**src/rtl/y2r_pkg.sv**
```systemverilog
// shared types and constants for the yuyv to rgb converter
`timescale 1ns / 1ps

package y2r_pkg;

    // chroma is centred on this code
    localparam int unsigned ChromaOffset = 128;
    // fractional bits of the colour coefficients
    localparam int unsigned FracBits     = 15;
    localparam int unsigned ChannelMax   = 255;

    localparam int unsigned SampleW = 8;
    localparam int unsigned CoefW   = 18;  // signed, holds the largest coefficient
    localparam int unsigned DiffW   = 9;   // signed chroma difference
    localparam int unsigned ProdW   = 26;  // signed coefficient products and their sums
    localparam int unsigned OffW    = 11;  // signed channel offset after the shift
    localparam int unsigned SumW    = 12;  // signed luma plus offset before clamping

    localparam logic signed [CoefW-1:0] CoefRV = 18'sd37221;
    localparam logic signed [CoefW-1:0] CoefGU = 18'sd12975;
    localparam logic signed [CoefW-1:0] CoefGV = 18'sd18949;
    localparam logic signed [CoefW-1:0] CoefBU = 18'sd66883;

    typedef logic [SampleW-1:0]       t_sample;
    typedef logic signed [DiffW-1:0]  t_diff;
    typedef logic signed [ProdW-1:0]  t_prod;
    typedef logic signed [OffW-1:0]   t_off;
    typedef logic signed [SumW-1:0]   t_sum;

    // per channel offsets shared by both pixels of a macropixel
    typedef struct packed {
        t_off r;
        t_off g;  // already negated, added like the others
        t_off b;
    } t_chroma_off;

    typedef struct packed {
        t_sample b;
        t_sample g;
        t_sample r;
    } t_rgb;

endpackage

```
**src/rtl/y2r_chroma.sv**
```systemverilog
// shared chroma stage: coefficient products, then shifted channel offsets
`timescale 1ns / 1ps

module y2r_chroma (
    input  logic                 i_clk,
    input  logic                 i_en_mul,
    input  logic                 i_en_off,
    input  y2r_pkg::t_sample     i_chroma_u,
    input  y2r_pkg::t_sample     i_chroma_v,
    output y2r_pkg::t_chroma_off o_off
);

    y2r_pkg::t_diff du;
    y2r_pkg::t_diff dv;

    y2r_pkg::t_prod r_prod_rv;
    y2r_pkg::t_prod r_prod_gu;
    y2r_pkg::t_prod r_prod_gv;
    y2r_pkg::t_prod r_prod_bu;

    y2r_pkg::t_prod       g_sum;
    y2r_pkg::t_prod       sh_r;
    y2r_pkg::t_prod       sh_g;
    y2r_pkg::t_prod       sh_b;
    y2r_pkg::t_chroma_off n_off;
    y2r_pkg::t_chroma_off r_off;

    assign du = $signed({1'b0, i_chroma_u}) - y2r_pkg::DiffW'(y2r_pkg::ChromaOffset);
    assign dv = $signed({1'b0, i_chroma_v}) - y2r_pkg::DiffW'(y2r_pkg::ChromaOffset);

    always_ff @(posedge i_clk) begin
        if (i_en_mul) begin
            r_prod_rv <= y2r_pkg::ProdW'(dv) * y2r_pkg::ProdW'(y2r_pkg::CoefRV);
            r_prod_gu <= y2r_pkg::ProdW'(du) * y2r_pkg::ProdW'(y2r_pkg::CoefGU);
            r_prod_gv <= y2r_pkg::ProdW'(dv) * y2r_pkg::ProdW'(y2r_pkg::CoefGV);
            r_prod_bu <= y2r_pkg::ProdW'(du) * y2r_pkg::ProdW'(y2r_pkg::CoefBU);
        end
    end

    // arithmetic shift floors towards minus infinity
    always_comb begin
        g_sum     = r_prod_gu + r_prod_gv;
        sh_r      = r_prod_rv >>> y2r_pkg::FracBits;
        sh_g      = g_sum >>> y2r_pkg::FracBits;
        sh_b      = r_prod_bu >>> y2r_pkg::FracBits;
        n_off.r   = sh_r[y2r_pkg::OffW-1:0];
        n_off.g   = -sh_g[y2r_pkg::OffW-1:0];
        n_off.b   = sh_b[y2r_pkg::OffW-1:0];
    end

    always_ff @(posedge i_clk) begin
        if (i_en_off) begin
            r_off <= n_off;
        end
    end

    assign o_off = r_off;

endmodule

```
**src/rtl/y2r_lane.sv**
```systemverilog
// one pixel lane: luma plus chroma offsets, clamped to the 8 bit range
`timescale 1ns / 1ps

module y2r_lane (
    input  y2r_pkg::t_sample     i_luma,
    input  y2r_pkg::t_chroma_off i_off,
    output y2r_pkg::t_rgb        o_rgb
);

    function automatic y2r_pkg::t_sample clamp_chan(input y2r_pkg::t_sum v);
        y2r_pkg::t_sample res;
        if (v < 0) begin
            res = '0;
        end else if (v > y2r_pkg::SumW'(y2r_pkg::ChannelMax)) begin
            res = y2r_pkg::SampleW'(y2r_pkg::ChannelMax);
        end else begin
            res = v[y2r_pkg::SampleW-1:0];
        end
        return res;
    endfunction

    y2r_pkg::t_sum luma_s;
    y2r_pkg::t_sum sum_r;
    y2r_pkg::t_sum sum_g;
    y2r_pkg::t_sum sum_b;

    always_comb begin
        luma_s  = $signed({{(y2r_pkg::SumW-y2r_pkg::SampleW){1'b0}}, i_luma});
        sum_r   = luma_s + y2r_pkg::SumW'(i_off.r);
        sum_g   = luma_s + y2r_pkg::SumW'(i_off.g);
        sum_b   = luma_s + y2r_pkg::SumW'(i_off.b);
        o_rgb.r = clamp_chan(sum_r);
        o_rgb.g = clamp_chan(sum_g);
        o_rgb.b = clamp_chan(sum_b);
    end

endmodule

```
**src/rtl/yuyv_to_rgb_converter.sv**
```systemverilog
// top level: yuyv 4:2:2 macropixel stream in, two rgb888 pixels per transfer out
`timescale 1ns / 1ps
// path: an input transfer is registered as products, then offsets, then the output word
// throughput: one macropixel per cycle, sustained while the output side keeps taking
// the three stages (products, offsets, lanes plus output register) each hold one item
// and a stalled output only blocks the input once every stage is full
// reset: synchronous active low, clears the stage valid flags; data registers are not reset

module yuyv_to_rgb_converter (
    input  logic        i_clk,
    input  logic        i_rst_n,
    // input stream
    input  logic        i_s_axis_tvalid,
    output logic        o_s_axis_tready,
    input  logic [31:0] i_s_axis_tdata,  // luma_0, chroma_u, luma_1, chroma_v
    input  logic        i_s_axis_tlast,  // frame end marker
    // output stream
    output logic        o_m_axis_tvalid,
    input  logic        i_m_axis_tready,
    output logic [47:0] o_m_axis_tdata,  // red_0, green_0, blue_0, red_1, green_1, blue_1
    output logic        o_m_axis_tlast   // frame end marker, copied through
);

    // stage valid flags
    logic r_s1_vld;
    logic r_s2_vld;
    logic r_out_vld;

    // per stage readiness, each stage takes when empty or when it moves on
    logic s1_rdy;
    logic s2_rdy;
    logic s3_rdy;
    logic en1;
    logic en2;
    logic en3;

    // lumas and marker ride alongside the shared chroma path
    y2r_pkg::t_sample r_s1_luma0;
    y2r_pkg::t_sample r_s1_luma1;
    logic             r_s1_last;
    y2r_pkg::t_sample r_s2_luma0;
    y2r_pkg::t_sample r_s2_luma1;
    logic             r_s2_last;

    y2r_pkg::t_chroma_off chroma_off;
    y2r_pkg::t_rgb        lane0_rgb;
    y2r_pkg::t_rgb        lane1_rgb;
    logic [47:0]          n_out_data;
    logic [47:0]          r_out_data;
    logic                 r_out_last;

    assign s3_rdy = !r_out_vld || i_m_axis_tready;
    assign s2_rdy = !r_s2_vld || s3_rdy;
    assign s1_rdy = !r_s1_vld || s2_rdy;
    assign en1    = i_s_axis_tvalid && s1_rdy;
    assign en2    = r_s1_vld && s2_rdy;
    assign en3    = r_s2_vld && s3_rdy;

    assign o_s_axis_tready = s1_rdy;

    always_ff @(posedge i_clk) begin
        if (!i_rst_n) begin
            r_s1_vld  <= 1'b0;
            r_s2_vld  <= 1'b0;
            r_out_vld <= 1'b0;
        end else begin
            if (s1_rdy) begin
                r_s1_vld <= i_s_axis_tvalid;
            end
            if (s2_rdy) begin
                r_s2_vld <= r_s1_vld;
            end
            if (s3_rdy) begin
                r_out_vld <= r_s2_vld;
            end
        end
    end

    always_ff @(posedge i_clk) begin
        if (en1) begin
            r_s1_luma0 <= i_s_axis_tdata[7:0];
            r_s1_luma1 <= i_s_axis_tdata[23:16];
            r_s1_last  <= i_s_axis_tlast;
        end
        if (en2) begin
            r_s2_luma0 <= r_s1_luma0;
            r_s2_luma1 <= r_s1_luma1;
            r_s2_last  <= r_s1_last;
        end
    end

    // shared chroma products and offsets, one set per macropixel
    y2r_chroma u_chroma (
        .i_clk      (i_clk),
        .i_en_mul   (en1),
        .i_en_off   (en2),
        .i_chroma_u (i_s_axis_tdata[15:8]),
        .i_chroma_v (i_s_axis_tdata[31:24]),
        .o_off      (chroma_off)
    );

    // two pixel lanes side by side
    y2r_lane u_lane0 (
        .i_luma (r_s2_luma0),
        .i_off  (chroma_off),
        .o_rgb  (lane0_rgb)
    );

    y2r_lane u_lane1 (
        .i_luma (r_s2_luma1),
        .i_off  (chroma_off),
        .o_rgb  (lane1_rgb)
    );

    // merge both lanes into the output word, first pixel in the low bytes
    assign n_out_data = {lane1_rgb.b, lane1_rgb.g, lane1_rgb.r,
                         lane0_rgb.b, lane0_rgb.g, lane0_rgb.r};

    always_ff @(posedge i_clk) begin
        if (en3) begin
            r_out_data <= n_out_data;
            r_out_last <= r_s2_last;
        end
    end

    assign o_m_axis_tvalid = r_out_vld;
    assign o_m_axis_tdata  = r_out_data;
    assign o_m_axis_tlast  = r_out_last;

    // input only stalls when the whole pipe is full and the output is held
    a_stall_full: assert property (@(posedge i_clk) disable iff (!i_rst_n)
        !o_s_axis_tready |-> (r_s1_vld && r_s2_vld && r_out_vld && !i_m_axis_tready))
        else $error("input stalled with room in the pipe");

    // an item leaving the offset stage shows up on the output next cycle
    a_out_follows: assert property (@(posedge i_clk) disable iff (!i_rst_n)
        en3 |=> o_m_axis_tvalid)
        else $error("result lost between offset stage and output");

    // an accepted input occupies the first stage next cycle
    a_s1_fill: assert property (@(posedge i_clk) disable iff (!i_rst_n)
        (i_s_axis_tvalid && o_s_axis_tready) |=> r_s1_vld)
        else $error("accepted transfer not held in first stage");

endmodule

```
**config.mk**
```make
export PLATFORM = sky130hd
export DESIGN_NAME = yuyv_to_rgb_converter
export DESIGN_NICKNAME = d
export VERILOG_FILES = /design/src/rtl/y2r_pkg.sv /design/src/rtl/y2r_chroma.sv /design/src/rtl/y2r_lane.sv /design/src/rtl/yuyv_to_rgb_converter.sv
export SDC_FILE = /design/constraint.sdc
export NUM_CORES = 1
export LEC_CHECK = 0
export ABC_CLOCK_PERIOD_IN_PS = 10850
export BUFFER_PORTS_ARGS = -buffer_cell sky130_fd_sc_hd__buf_4
export CAP_MARGIN = 10
export CORE_MARGIN = 2
export CORE_UTILIZATION = 50
export DETAILED_ROUTE_END_ITERATION = 8
export PLACE_DENSITY = 0.63
export SLEW_MARGIN = 20
export SYNTH_ARGS = -nofsm -noshare
export SYNTH_HDL_FRONTEND = slang
export SYNTH_SLANG_ARGS = --single-unit
```
**constraint.sdc**
```tcl
create_clock -name i_clk -period 10.85 [get_ports i_clk]
set_clock_uncertainty 0.2 [all_clocks]
set_input_delay 1.085 -clock i_clk [delete_from_list [all_inputs] [get_ports i_clk]]
set_output_delay 1.085 -clock i_clk [all_outputs]
set_load 0.005 [all_outputs]
```
Word level (Yosys, flattened, before mapping) --
Cells that the tools add are included. Widths: inputs -> output; s select.
Word-level totals: register bits 223, latch bits 0, RAM bits 0, ROM bits 0, input port bits 37, logic and storage cells 64, memories 0
Operators by class: add/sub/neg operators 10, multiply operators 4, divide/modulo/power cells 0, magnitude comparators 12, equality and inequality tests 0, shifts and indexed selects 0, multiplexer cells 6, bitwise logic cells 0, reduce and logical (&&, ||, !) cells 9
Operators with widths (count):
- $add 9x11->12 | 6
- $gt 12x8->1 const B | 6
- $lt 12x1->1 const B | 6
- $mux 8 | 6
- $add 26x26->26 | 1
- $mul 9x17->26 const B | 1
- $mul 9x18->26 const B | 1
- $mul 9x16->25 const B | 1
- $mul 9x15->24 const B | 1
- $sub 8x8->9 const B | 2
- $neg 11->11 | 1
- $logic_and 1x1->1 | 3
- $logic_not 1->1 | 3
- $logic_or 1x1->1 | 3

Logic depth before layout (Yosys ltp) --
depth in word-level cells 5, mapped depth 21, gate-level depth less buffers 21

Modules after synthesis --
A second synthesis with hierarchy kept.
Unflattened totals: cell total of the unflattened synthesis 1515, area total of the unflattened synthesis 16864.9 um^2
Modules (own cells, without submodules):
- y2r_chroma | times used 1, cells each 1013, area an instance 11317.1 um^2
- yuyv_to_rgb_converter | times used 1, cells each 96, area an instance 2630.0 um^2
- y2r_lane (u_lane1) | times used 1, cells each 205, area an instance 1497.7 um^2
- y2r_lane (u_lane0) | times used 1, cells each 201, area an instance 1420.1 um^2

Worst setup path before layout --
No wires, ideal clock.
path kind input-to-reg, start in i_m_axis_tready, end reg r_s1_last (enable), setup time 587 ps, arrival time 5602 ps, data required time 10063 ps, path slack 4460 ps, stages on the path 2, cell sequence nor2b_1 > a31oi_1
On the way: longest elaborated chain between the ends 4
RTL lines:
- start, declared | line yuyv_to_rgb_converter.sv:19 | input logic i_m_axis_tready,
- $logic_or 1x1->1 | line yuyv_to_rgb_converter.sv:52 | assign s3_rdy = !r_out_vld || i_m_axis_tready;
- $logic_or 1x1->1 | line yuyv_to_rgb_converter.sv:53 | assign s2_rdy = !r_s2_vld || s3_rdy;
- $logic_or 1x1->1 | line yuyv_to_rgb_converter.sv:54 | assign s1_rdy = !r_s1_vld || s2_rdy;
- $logic_and 1x1->1 | line yuyv_to_rgb_converter.sv:55 | assign en1 = i_s_axis_tvalid && s1_rdy;
- net en1 | line yuyv_to_rgb_converter.sv:33 | logic en1;
- end signal, assigned | line yuyv_to_rgb_converter.sv:83 | r_s1_last <= i_s_axis_tlast;
- end, declared | line yuyv_to_rgb_converter.sv:40 | logic r_s1_last;
The timed path passes the listed nets, and every way through them passes these cells. A chain may end at the register's enable or synchronous reset.

Final worst setup path --
start in i_s_axis_tdata[15], end reg u_chroma.r_prod_gu[20] (data pin)
On the way: longest elaborated chain between the ends 2
RTL lines:
- start, declared | line yuyv_to_rgb_converter.sv:15 | input logic [31:0] i_s_axis_tdata,
- $sub 8x8->9 | line y2r_chroma.sv:28 | assign du = $signed({1'b0, i_chroma_u}) - y2r_pkg::DiffW'(y2r_pkg::ChromaOffset);
- $mul 9x15->24 | line y2r_chroma.sv:34 | r_prod_gu <= y2r_pkg::ProdW'(du) * y2r_pkg::ProdW'(y2r_pkg::CoefGU);
- end signal, assigned | line y2r_chroma.sv:34
- end, declared | line y2r_chroma.sv:17 | y2r_pkg::t_prod r_prod_gu;
No other way between the ends.

==> flow_metrics.env <==
export IMPL_run_status="finished, final reports clean"
export IMPL_synth_compound_area_share_pct=12.8
export IMPL_cts_max_level=4
export IMPL_synth_area_mm2=0.0165
export IMPL_yosys_area_share_simple_pct=6.78
export IMPL_cp_max_fo=13
export IMPL_cp_start_kind="input port"
export IMPL_synth_seq_cells=190
export IMPL_slew_violations=0
export IMPL_cp_arrival_ns=6.21
export IMPL_ys_seq_area_share_pct=34.4
export IMPL_drt_iter0_drc=566
export IMPL_num_vias=10700
export IMPL_syn_to_final_growth_pct=10.9
export IMPL_grt_overflow_total=0
export IMPL_synth_xor_area_share_pct=5.15
export IMPL_routed_wl_um=30900
export IMPL_regArea_mm2=0.00568
export IMPL_period_minus_slack_ns=6.21
export IMPL_synthMuxAreaShare_pct=0.250
export IMPL_stdcell_count=2011
export IMPL_cts_sinks=190
export IMPL_hpwl_um=25200
export IMPL_numCtsBuffers=17
export IMPL_tritoncts="done"
export IMPL_antenna_found_initial=0
export IMPL_relSlewSlack_pct=39.1
export IMPL_drtAntennaViolNets=0
export IMPL_grt_max_degree=75
export IMPL_fin_setup_tns_ns=0
export IMPL_setup_viol=0
export IMPL_grt_pass1_wl_um=51600
export IMPL_final_common_cell="ha_1"
export IMPL_fillers=2865
export IMPL_async_reset_ff_share_pct=0
export IMPL_grt_pass1_vias=10600
export IMPL_synth_warnings=0
export IMPL_clk_pin_slew_ns=0.07
export IMPL_p_leak_nw=8.49
export IMPL_worst_r2r_path_depth=13
export IMPL_synth_edff_count=187
export IMPL_fin_total_pwr_mw=3.46
export IMPL_rsz0062_at_grt="no"
export IMPL_worst_hold_path_type="reg2reg"
export IMPL_avgSynthCellArea_um2=11.3
export IMPL_port_buffers=87
export IMPL_grt_usage_pct=19.2
export IMPL_multiInputGateArea_mm2=0.0101
export IMPL_dieArea_mm2=0.0345
export IMPL_final_nets=2021
export IMPL_fmax_mhz=161
export IMPL_hold_depth=0
export IMPL_row_count=66
export IMPL_worst_pin_slew_ns=0.913
export IMPL_hold_viol_final=0
export IMPL_end_kind="register"
export IMPL_syn_instance_count=1457
export IMPL_crit_type="in2reg"
export IMPL_yosys_area_share_adder_pct=35.9
export IMPL_synth_fp_nets=1922
export IMPL_period_share_pct=57.2
export IMPL_dp_cells=1979
export IMPL_drv_cap=0
export IMPL_cts_root_buf="clkbuf_16"
export IMPL_die_w_um=186
export IMPL_gp_congestion=0.907
export IMPL_initial_core_util_pct=50.7
export IMPL_final_cell_mix="354 x ha_1, 198 x inv_1, 187 x edfxtp_1"
export IMPL_drive_gt1_share_pct=9.37
export IMPL_hold_buffers=0
export IMPL_synth_flop_cell="edfxtp_1"
export IMPL_cts_resized=0
export IMPL_pin_count=88
export IMPL_powerDensity_mw_per_mm2=189
export IMPL_wl_per_cell_um=15.4
export IMPL_vias_per_cell=5.32
export IMPL_core_mm2=0.0325
export IMPL_post_cts_setup_buffers=0
export IMPL_synth_cell_types=65
export IMPL_drcViolationCount=0
export IMPL_worst_ir_drop_vdd_v=0.000123
export IMPL_drt_pass1_iterations=6
export IMPL_clock_latency_ns=0.45
export IMPL_required_ns=10.85
export IMPL_clock_path_buffers=2
export IMPL_die_h_um=186
export IMPL_n_antenna_cell=0
export IMPL_synth_top_family_by_area="adder cells"
-- critical path, cell delays in order --
cell and delay (ns):
buf_4 0.19, inv_1 0.27, ha_1 0.43, inv_1 0.14, ha_1 0.31, inv_1 0.05, fa_1 0.52, inv_1 0.05
fa_1 0.48, ha_1 0.30, ha_1 0.33, a21oi_1 0.22, nor2b_1 0.07, o21ai_0 0.29, a211oi_1 0.18, o311ai_0 0.54
a21oi_1 0.18, a211o_1 0.30, a21oi_1 0.17, xnor2_1 0.08
-- cells in the mapped netlist, types with 3 or more instances --
library cell	number	share of area (%)
nand3_1	14	0.42
a31oi_1	12	0.46
dfxtp_1	3	0.36
o21a_1	50	2.3
a21o_1	19	0.86
ha_1	354	27
inv_1	198	4.5
nor3b_1	5	0.23
o21bai_1	31	1.4
and2_1	7	0.27
xnor2_1	77	4.1
o311a_1	4	0.24
fa_1	74	9.0
nor4_1	3	0.11
edfxtp_1	187	34
mux2i_1	3	0.18
o211a_1	5	0.30
a21oi_1	81	2.5
o221a_2	4	0.27
nand2b_1	11	0.42
nand2_1	19	0.43
a211oi_1	8	0.36
a21boi_0	4	0.18
xor2_1	20	1.1
clkbuf_1	8	0.18
nor2b_1	26	0.99
o211ai_1	10	0.46
nor3_1	23	0.70
or3_1	11	0.42
a211o_1	5	0.27
o21ai_0	40	1.2
o31ai_1	4	0.18
o31a_1	3	0.16
and3_1	7	0.27
or2_2	11	0.42
nor2_1	78	1.8
-- cell families (layout without fill, tap and decap cells) --
group	after synthesis	after routing
AOI/OAI and AO/OA	307	307
xor gates and xnor gates	97	97
adders and majority gates	429	429
buffers and inverters	208	320
DFF	190	190
muxes	4	4
and+or+nand+nor	222	222
-- registers in the layout, summed over array words and instances, names as in the netlist, 11 cells and up --
register	cells
u_chroma.r_prod_bu	13
u_chroma.o_off	33
u_chroma.r_prod_gu	22
u_chroma.r_prod_rv	11
u_chroma.r_prod_gv	25
o_m_axis_tdata	48
-- metal layers --
metal | vias up | GRT usage (%) | routed length, µm
met4 | 0 | 4.41 | 384
li1 | 5451 | - | -
met1 | 5041 | 24.9 | 14300
met2 | 174 | 33.7 | 15200
met5 | - | 0 | 0
met3 | 26 | 2.92 | 1010
-- cell type report --
cell class                      instances  area share, %
Multi-Input combinational cell       1059           55.0
Sequential cell                       190           31.0
Inverter                              198           4.06
Timing Repair Buffer                   90           3.69
Tap cell                              442           3.02
Clock buffer                           18           2.35
Clock inverter                         14          0.800
-- report_power, final --
part / switching (mW) / total, mW / internal, mW
combinational: 0.950 / 1.75 / 0.801
clock: 0.305 / 0.612 / 0.308
sequential: 0.0711 / 1.10 / 1.02
total: 1.33 / 3.46 / 2.13
-- worst paths after layout --
check                             start                      to  slack, ns
setup / recovery     i_s_axis_tdata[15]  u_chroma.r_prod_gu[20]       4.64
hold / removal            r_s1_luma0[3]           r_s2_luma0[3]       0.21
setup reg to reg  u_chroma.r_prod_bu[1]      u_chroma.o_off[21]       6.81
hold reg to reg           r_s1_luma0[3]           r_s2_luma0[3]       0.21
-- through the flow --
| step | utilization [%] | setup WS [ns] | hold slack (ns) | instance area [µm²] |
|---|---|---|---|---|
| CTS | 56.2 | 4.65 | 0.219 | 18300 |
| finish | 56.2 | 4.64 | 0.215 | 18300 |
| floorplan | - | 4.46 | 0.200 | 16500 |
| global route | 56.2 | 4.33 | 0.228 | 18300 |
| detailed placement | 54.4 | 4.20 | 0.205 | 17700 |
| global placement | 54.4 | 4.29 | 0.200 | 17700 |
Power figures use the tool's default switching activity.
